$ cat src/rtl/core/block_frame_delay_address_core_macros.svh
// Assertion macros shared by the frame delay address core.
`ifndef BLOCK_FRAME_DELAY_ADDRESS_CORE_MACROS_SVH
`define BLOCK_FRAME_DELAY_ADDRESS_CORE_MACROS_SVH
`ifndef SYNTHESIS
`define BFDA_ASSERT(lbl, prop) \
  lbl: assert property (@(posedge clk_i) disable iff (!rst_ni) (prop)) \
    else $error("bfda: check failed");
`define BFDA_ASSERT_ALWAYS(lbl, prop) \
  lbl: assert property (@(posedge clk_i) (prop)) \
    else $error("bfda: invariant failed");
`else
`define BFDA_ASSERT(lbl, prop)
`define BFDA_ASSERT_ALWAYS(lbl, prop)
`endif
`endif

$ cat src/rtl/core/bfda_pkg.sv
// Types and constants of the frame delay address core.
package bfda_pkg;

  localparam int unsigned SLOT_W     = 7;
  localparam int unsigned OFFSET_W   = 26;
  localparam int unsigned COORD_W    = 11;
  localparam int unsigned APB_ADDR_W = 5;
  localparam int unsigned APB_DATA_W = 32;
  localparam int unsigned ROOT_W     = 24;
  localparam int unsigned ROOT_OUT_W = 12;
  localparam logic [ROOT_W-1:0] ROOT_TOP_BIT = 24'h40_0000;

  // Input function codes
  localparam logic [1:0] FUNC_BUILD   = 2'd0;
  localparam logic [1:0] FUNC_ADVANCE = 2'd1;
  localparam logic [1:0] FUNC_LOOKUP  = 2'd2;

  // Delay pattern codes
  localparam logic [2:0] MODE_RANDOM  = 3'd1;
  localparam logic [2:0] MODE_VSTRIPE = 3'd2;
  localparam logic [2:0] MODE_HSTRIPE = 3'd3;
  localparam logic [2:0] MODE_RINGS   = 3'd4;

  // Register indexes (byte address / 4)
  localparam logic [2:0] REG_MODE        = 3'd0;
  localparam logic [2:0] REG_BLOCK_SIZE  = 3'd1;
  localparam logic [2:0] REG_FRAME_WIDTH = 3'd2;
  localparam logic [2:0] REG_MAP_COLS    = 3'd3;
  localparam logic [2:0] REG_MAP_ROWS    = 3'd4;
  localparam logic [2:0] REG_SEED        = 3'd5;

  // Register reset values
  localparam logic [2:0]  RST_MODE        = 3'd3;
  localparam logic [6:0]  RST_BLOCK_SIZE  = 7'd2;
  localparam logic [12:0] RST_FRAME_WIDTH = 13'd640;
  localparam logic [11:0] RST_MAP_COLS    = 12'd320;
  localparam logic [11:0] RST_MAP_ROWS    = 12'd240;
  localparam logic [31:0] RST_SEED        = 32'd0;

  // Linear congruential generator
  localparam logic [31:0] LCG_MUL = 32'd1103515245;
  localparam logic [31:0] LCG_INC = 32'd12345;

  typedef enum logic [1:0] {
    OP_BUILD   = 2'd0,
    OP_ADVANCE = 2'd1,
    OP_LOOKUP  = 2'd2,
    OP_NONE    = 2'd3
  } op_e;

  typedef enum logic [1:0] {
    ST_IDLE = 2'd0,
    ST_EXEC = 2'd1,
    ST_ROOT = 2'd2,
    ST_DONE = 2'd3
  } state_e;

  typedef struct packed {
    logic [2:0]  mode;
    logic [6:0]  block_size;
    logic [12:0] frame_width;
    logic [11:0] map_cols;
    logic [11:0] map_rows;
    logic [31:0] seed;
  } cfg_t;

  typedef struct packed {
    op_e               op;
    logic              first;
    logic [COORD_W-1:0] row;
    logic [COORD_W-1:0] col;
  } cmd_t;

  typedef struct packed {
    logic [SLOT_W-1:0]   slot;
    logic [OFFSET_W-1:0] byte_offset;
    logic [SLOT_W-1:0]   delay;
  } res_t;

endpackage

$ cat src/rtl/core/bfda_fifo.sv
// Small register queue used between the front, the back and the result side.
module bfda_fifo #(
  parameter int unsigned Width = 8,
  parameter int unsigned Depth = 2
) (
  input  logic             clk_i,
  input  logic             rst_ni,
  input  logic             push_i,
  input  logic [Width-1:0] data_i,
  output logic             full_o,
  input  logic             pop_i,
  output logic [Width-1:0] data_o,
  output logic             empty_o
);

  localparam int unsigned PtrW = $clog2(Depth);
  localparam int unsigned CntW = $clog2(Depth + 1);

  logic [Width-1:0] store_q [Depth];
  logic [PtrW-1:0]  wr_ptr_q, wr_ptr_d, rd_ptr_q, rd_ptr_d;
  logic [CntW-1:0]  count_q, count_d;
  logic             do_push, do_pop;

  assign full_o  = (count_q == CntW'(Depth));
  assign empty_o = (count_q == '0);
  assign do_push = push_i && !full_o;
  assign do_pop  = pop_i && !empty_o;
  assign data_o  = store_q[rd_ptr_q];

  // Advance pointers with wrap and track the fill level
  always_comb begin
    wr_ptr_d = wr_ptr_q;
    rd_ptr_d = rd_ptr_q;
    count_d  = count_q;
    if (do_push) begin
      wr_ptr_d = (wr_ptr_q == PtrW'(Depth - 1)) ? '0 : wr_ptr_q + 1'b1;
    end
    if (do_pop) begin
      rd_ptr_d = (rd_ptr_q == PtrW'(Depth - 1)) ? '0 : rd_ptr_q + 1'b1;
    end
    if (do_push && !do_pop) begin
      count_d = count_q + 1'b1;
    end else if (do_pop && !do_push) begin
      count_d = count_q - 1'b1;
    end
  end

  always_ff @(posedge clk_i or negedge rst_ni) begin
    if (!rst_ni) begin
      wr_ptr_q <= '0;
      rd_ptr_q <= '0;
      count_q  <= '0;
    end else begin
      wr_ptr_q <= wr_ptr_d;
      rd_ptr_q <= rd_ptr_d;
      count_q  <= count_d;
    end
  end

  // Store the pushed entry
  always_ff @(posedge clk_i) begin
    if (do_push) begin
      store_q[wr_ptr_q] <= data_i;
    end
  end

endmodule

$ cat src/rtl/core/bfda_front.sv
// Front end: configuration registers, item classification and command queue.
module bfda_front import bfda_pkg::*; (
  input  logic                  clk_i,
  input  logic                  rst_ni,
  // item side
  input  logic                  push,
  output logic                  full,
  input  logic [1:0]            func_i,
  input  logic                  first_i,
  input  logic [COORD_W-1:0]    row_i,
  input  logic [COORD_W-1:0]    col_i,
  // register port
  input  logic                  psel,
  input  logic                  penable,
  input  logic                  pwrite,
  input  logic [APB_ADDR_W-1:0] paddr,
  input  logic [APB_DATA_W-1:0] pwdata,
  output logic [APB_DATA_W-1:0] prdata,
  output logic                  pready,
  // back end side
  output cfg_t                  cfg_o,
  output logic                  cmd_valid_o,
  output cmd_t                  cmd_o,
  input  logic                  cmd_pop_i
);

  cfg_t       cfg_q;
  logic [2:0] reg_idx;
  logic       wr_en;
  cmd_t       cmd_in;
  logic       cmd_empty;

  assign pready  = 1'b1;
  assign reg_idx = paddr[APB_ADDR_W-1:2];
  assign wr_en   = psel && penable && pwrite && pready;
  assign cfg_o   = cfg_q;

  // Write registers on the access phase
  always_ff @(posedge clk_i or negedge rst_ni) begin
    if (!rst_ni) begin
      cfg_q.mode        <= RST_MODE;
      cfg_q.block_size  <= RST_BLOCK_SIZE;
      cfg_q.frame_width <= RST_FRAME_WIDTH;
      cfg_q.map_cols    <= RST_MAP_COLS;
      cfg_q.map_rows    <= RST_MAP_ROWS;
      cfg_q.seed        <= RST_SEED;
    end else if (wr_en) begin
      unique case (reg_idx)
        REG_MODE:        cfg_q.mode        <= pwdata[2:0];
        REG_BLOCK_SIZE:  cfg_q.block_size  <= pwdata[6:0];
        REG_FRAME_WIDTH: cfg_q.frame_width <= pwdata[12:0];
        REG_MAP_COLS:    cfg_q.map_cols    <= pwdata[11:0];
        REG_MAP_ROWS:    cfg_q.map_rows    <= pwdata[11:0];
        REG_SEED:        cfg_q.seed        <= pwdata;
        default: ;
      endcase
    end
  end

  // Return register contents on reads
  always_comb begin
    unique case (reg_idx)
      REG_MODE:        prdata = APB_DATA_W'(cfg_q.mode);
      REG_BLOCK_SIZE:  prdata = APB_DATA_W'(cfg_q.block_size);
      REG_FRAME_WIDTH: prdata = APB_DATA_W'(cfg_q.frame_width);
      REG_MAP_COLS:    prdata = APB_DATA_W'(cfg_q.map_cols);
      REG_MAP_ROWS:    prdata = APB_DATA_W'(cfg_q.map_rows);
      REG_SEED:        prdata = cfg_q.seed;
      default:         prdata = '0;
    endcase
  end

  // Classify the incoming item
  always_comb begin
    cmd_in.first = first_i;
    cmd_in.row   = row_i;
    cmd_in.col   = col_i;
    unique case (func_i)
      FUNC_BUILD:   cmd_in.op = OP_BUILD;
      FUNC_ADVANCE: cmd_in.op = OP_ADVANCE;
      FUNC_LOOKUP:  cmd_in.op = OP_LOOKUP;
      default:      cmd_in.op = OP_NONE;
    endcase
  end

  // Queue classified commands for the back end
  bfda_fifo #(
    .Width ($bits(cmd_t)),
    .Depth (2)
  ) u_cmd_fifo (
    .clk_i   (clk_i),
    .rst_ni  (rst_ni),
    .push_i  (push),
    .data_i  (cmd_in),
    .full_o  (full),
    .pop_i   (cmd_pop_i),
    .data_o  (cmd_o),
    .empty_o (cmd_empty)
  );

  assign cmd_valid_o = !cmd_empty;

endmodule

$ cat config.mk
export PLATFORM = sky130hd
export DESIGN_NAME = bfda_front
export DESIGN_NICKNAME = d
export VERILOG_FILES = /design/src/rtl/core/block_frame_delay_address_core_macros.svh /design/src/rtl/core/bfda_pkg.sv /design/src/rtl/core/bfda_fifo.sv /design/src/rtl/core/bfda_front.sv
export SDC_FILE = /design/constraint.sdc
export NUM_CORES = 1
export LEC_CHECK = 0
export BUFFER_PORTS_ARGS = -buffer_cell sky130_fd_sc_hd__buf_2
export CORE_MARGIN = 3
export CORE_UTILIZATION = 50
export DETAILED_ROUTE_END_ITERATION = 12
export PLACE_DENSITY = 0.86
export SYNTH_ARGS = -nofsm -noshare
export SYNTH_HDL_FRONTEND = slang
export SYNTH_HIERARCHICAL = 1
export SYNTH_SLANG_ARGS = --single-unit
$ cat constraint.sdc
create_clock -name clk_i -period 2.9 [get_ports clk_i]
set_clock_uncertainty 0.2 [all_clocks]
set_input_delay 0.145 -clock clk_i [delete_from_list [all_inputs] [get_ports clk_i]]
set_output_delay 0.145 -clock clk_i [all_outputs]
set_load 0.02 [all_outputs]
## Word level (Yosys, flattened, before mapping)

Memories as Yosys holds them, arrays and structs flattened.
Cells that the tools add are included.

| cells by class | value |
|---|---|
| reductions and logical operators | 20 |
| muxes and demuxes | 8 |
| eq/ne operators | 8 |
| add/subtract/negate cells | 4 |

Operators with widths:

| kind | count |
|---|---|
| 32-bit one-hot mux with 6 select lines | 1 |
| 2-bit AND reduction | 6 |
| 3-bit by 2-bit == test with 1-bit output, second input constant | 2 |
| 3-bit == test, second input constant | 2 |
| 1-bit logical AND | 6 |
| 2-bit one-hot mux with 3 select lines | 1 |
| 2-bit == test, second input constant | 2 |
| 1-bit zero test | 4 |
| 2-bit zero test | 2 |
| 1-bit two-way mux | 4 |
| 2-bit two-way mux | 2 |
| 3-bit by 1-bit == test with 1-bit output, second input constant | 1 |
| 3-bit zero test | 1 |
| 1-bit adder, second input constant | 2 |
| 2-bit by 1-bit adder with 2-bit output, second input constant | 1 |
| 2-bit by 1-bit == test with 1-bit output, second input constant | 1 |
| 2-bit nonzero test | 1 |
| 2-bit by 1-bit subtractor with 2-bit output, second input constant | 1 |

| word-level totals | value |
|---|---|
| memories | 1 |
| output and inout port bits | 139 |
| bits in writable memories | 50 |
| bits in registers | 83 |

Memory list:

| memory | words | width | rd ports | clocked after memory_dff | wr ports | line | text |
|---|---|---|---|---|---|---|---|
| u_cmd_fifo.store_q | 2 | 25 | 1 | 0 | 1 | bfda_fifo.sv:19 | `logic [Width-1:0] store_q [Depth];` |

## Logic depth before layout (Yosys ltp)

| logic depth | value |
|---|---|
| depth after elaboration | 7 |
| depth in mapped cells | 7 |
| depth with buffers taken out | 7 |

## Modules after synthesis

The synthesis kept the hierarchy.

Modules (own cells, without submodules):

| module | area an instance (sq um) | cells an instance | instances |
|---|---|---|---|
| bfda_front | 3719.8 | 258 | 1 |
| bfda_fifo | 2102.0 | 97 | 1 |

## Worst setup path before layout

No wires, ideal clock.

| timing path | value |
|---|---|
| path type | reg2reg |
| from | reg u_cmd_fifo.count_q[0] |
| to | mem u_cmd_fifo/store_q[0][0] (netlist name), enable pin |
| setup slack | 0.579 ns |
| clock period less this slack | 2.321 ns |
| cell stages (with the launch flop) | 4 |
| arrival time | 1.715 ns |
| cell sequence | dfrtp_1 nand2b_1 nand2_1 nor2_1 |

| on the way | value |
|---|---|
| word-level cells in the longest chain between the ends | 5 |

Ends and longest elaborated chain:

| element | line | text |
|---|---|---|
| start, declared | bfda_fifo.sv:21 | `logic [CntW-1:0] count_q, count_d;` |
| start signal, assigned | bfda_fifo.sv:56 | `count_q <= count_d;` |
| 2-bit == test | bfda_fifo.sv:24 | `assign full_o = (count_q == CntW'(Depth));` |
| 1-bit zero test | bfda_fifo.sv:26 | `assign do_push = push_i && !full_o;` |
| 1-bit logical AND | bfda_fifo.sv:26 |  |
| 1-bit two-way mux | bfda_fifo.sv:62 | `if (do_push) begin` |
| 1-bit two-way mux (not written as such) | bfda_fifo.sv:63 | `store_q[wr_ptr_q] <= data_i;` |
| end, declared | bfda_fifo.sv:19 |  |

Every way passes these cells.

==> results.ini <==
[pwr]
pwr-share-comb_pct = 30.8
power_density_nw_per_um2 = 833.7
switching_power_w = 0.002142
swShare_pct = 31.92
ir_drop_v = 0.0005721
internal-power_w = 0.004569
p_leak_nw = 3.872
power_w = 0.006711
pwr-share-clk_pct = 29.7
seqPwrFrac_pct = 39.6

[place]
io_buffers = 204
routabilityCongestion = 0.7674
hpwlAfterDp_mm = 9.627
placed_area_um2 = 6895

[finish]
stdcell_area_um2 = 8049
syn_to_final_growth_pct = 38.25
multi_input_area_um2 = 2017
fin_util_pct = 72.35
final_nets = 694
drive_gt1_share_pct = 54.47
most-common-layout-cells = buf_2 (203), dfrtp_1 (72), mux2_2 (63)
antennaDiodeCount = 0
register_area_um2 = 3592
mostFrequentLayoutCell = buf_2
nFillCells = 720

[timing]
timing.slew.headroom_pct = 32.29
maxSlewViolCount = 0
post-route-period-util_pct = 72.99
max_freq_mhz = 472.4
rsz0062_at_grt = false
tightest_slew_ns = 1.016
finalSetupViolCount = 0
hold_viol = 0
fin_crit_ns = 2.117
final.setup.tns_ns = 0

[critical_path]
startpoint_type = flop
critical_path_class = reg -> out
worstSetupEndpointType = output port
cp.arrival_ns = 1.77
crit_required_ns = 2.56
cp_max_fo = 24

[clock_network]
cts_resized = 0
cts_made_buffers = 17
numClockSinks = 133
clockBufferDepth = 2
insertion_delay_ns = 0.41
root_buffer = clkbuf_16
htree_levels = 4
postCtsSetupRepairBufs = 0
path_clk_slew_ns = 0.06
tritoncts = built

[synth]
yosysUniqueCellTypes = 39
yosysSeqAreaShare_pct = 61.70
netlist_area_um2 = 5822
syn_avg_cell_area_um2 = 16.40
synth-seq-cells = 133
synthCells = 355
syn_nets = 425
yosys_warnings = 6

[route]
via_per_inst = 5.171
drc = 0
vias = 4018
wl_per_cell_um = 18.87
drtPass1Iterations = 7
wirelength_mm = 14.66
initialDrtViolationCount = 167
ant_nets = 0

[min_path]
hold_path_class = in -> reg

[floorplan]
die_h_um = 113.9
die-width_um = 113.9
rows = 38
core_um2 = 11130
die_area_um2 = 12970
io_pins = 208
initial_utilization_pct = 52.33

[grt]
grt_start_max_net_pins = 84
grt_pass1_wl_mm = 23.09
antenna_found_initial = 0
grt_pass1_vias = 4361
grt_overflow_total = 0
grt_usage_pct = 23.29

[run]
maxCapViolCount = 0

[outcome]
outcome = complete, no violations

==> kinds of logic after synthesis <==
kind of cell               share of synthesized area, %
muxes                                             25.85
buffers and inverters                             3.696
and+or+nand+nor                                   5.222
AOI/OAI and AO/OA                                 2.493
xor gates and xnor gates                         0.7523
DFF                                               61.70
adders and majority gates                        0.2149
other                                           0.06441
==> final cells by class <==
class,count,share of cell area [%]
flip-flops and latches,133,44.63
multi-input cells,196,25.06
repair buffers,272,21.08
clock buffers,27,6.249
well taps,140,2.176
clock inverters,5,0.6218
inverters,4,0.1865
==> critical path: stages, from the launching register on <==
cell and delay (ns):
dfrtp_1 0.40, buf_4 0.40, mux2_2 0.39, buf_2 0.16
==> metal layers <==
metal / GRT usage [%] / wire, um / vias up
met5: 0 / 0 / -
met4: 7.443 / 242 / 0
met3: 8.329 / 1192 / 24
met2: 40.36 / 7556 / 176
met1: 27.08 / 5670 / 1976
li1: - / - / 1842
==> state kept, by name (all words and copies together) (netlist names) <==
| signal | flops |
|---|---|
| u_cmd_fifo/wr_ptr_q | 1 |
| u_cmd_fifo/count_q | 2 |
| u_cmd_fifo/rd_ptr_q | 1 |
| cfg_o | 79 |
| u_cmd_fifo/store_q | 50 |
==> power by group through the flow <==
stage	Sequential [W]	Combinational (W)	Clock, W
after floorplan	0.00290	0.00116	0
after global placement	0.00265	0.00196	0
after detailed placement	0.00268	0.00201	0
after CTS	0.00265	0.00207	0.00202
after global routing	0.00271	0.00219	0.00212
final	0.00266	0.00206	0.00199
==> worst paths after layout <==
| path | from | endpoint | slack (ns) | cells after the start |
|---|---|---|---|---|
| setup / recovery | u_cmd_fifo/rd_ptr_q | cmd_o[7] | 0.78 | 3 |
| hold / removal | penable | cfg_o[2] | 0.09 | 4 |
| setup reg to reg | u_cmd_fifo/count_q[0] | u_cmd_fifo/count_q[1] | 1.17 | 7 |
| hold reg to reg | cfg_o[62] | cfg_o[62] | 0.30 | 1 |
| max in group asynchronous | rst_ni | u_cmd_fifo/count_q[1] | 1.58 | 2 |
| min in group asynchronous | rst_ni | cfg_o[7] | 0.28 | 2 |
==> Yosys cell counts <==
cell      count  share of area (%)
nand4_4       1               0.37
nand2b_4      2               0.47
mux2i_1      24                4.1
o32ai_1       1               0.15
edfxtp_1     50                 26
a221oi_1      1               0.15
and2_1       19                2.0
nand4b_4      1               0.41
nor2_2        2               0.21
buf_12        2               0.69
mux2_1       22                4.3
xnor2_1       3               0.45
clkbuf_1      4               0.26
nor2_1        6               0.39
a22o_1        1               0.15
a31o_2        4               0.60
and3_1        1               0.11
nor3_2        1               0.17
mux4_2        1               0.39
a221o_1       1               0.17
dfstp_2      11                5.0
o21ai_1       1              0.086
o21a_1        1               0.13
o21ai_0       1              0.086
ha_1          1               0.21
xor2_1        2               0.30
buf_6         8                1.5
dfrtp_1      72                 31
o22ai_1       9               0.97
inv_1         4               0.26
nand2_1       1              0.064
nor2_4        2               0.39
mux2_2       63                 12
mux2_4       19                4.9
buf_4         6               0.77
buf_2         2               0.17
conb_1        1              0.064
nor3_4        1               0.28
nand2b_1      3               0.32
==> stage by stage <==
step                      setup WS (ns)  instances  hold slack (ns)
after floorplan                  0.5786        355          -0.3506
after global routing             0.6975        777          0.09455
after CTS                        0.7760        777          0.08636
after global placement           0.9662        685           0.1344
final                            0.7833        777          0.08937
after detailed placement         0.9547        685           0.1417
==> timing repair <==
| action | 4_1_cts | 5_1_grt |
|---|---|---|
| hold buffers | 60 | 0 |
| endpoints found under the hold margin | 203 | 0 |
| setup endpoints to repair | 0 | 0 |
No activity file was read; power rests on OpenSTA's default activity.
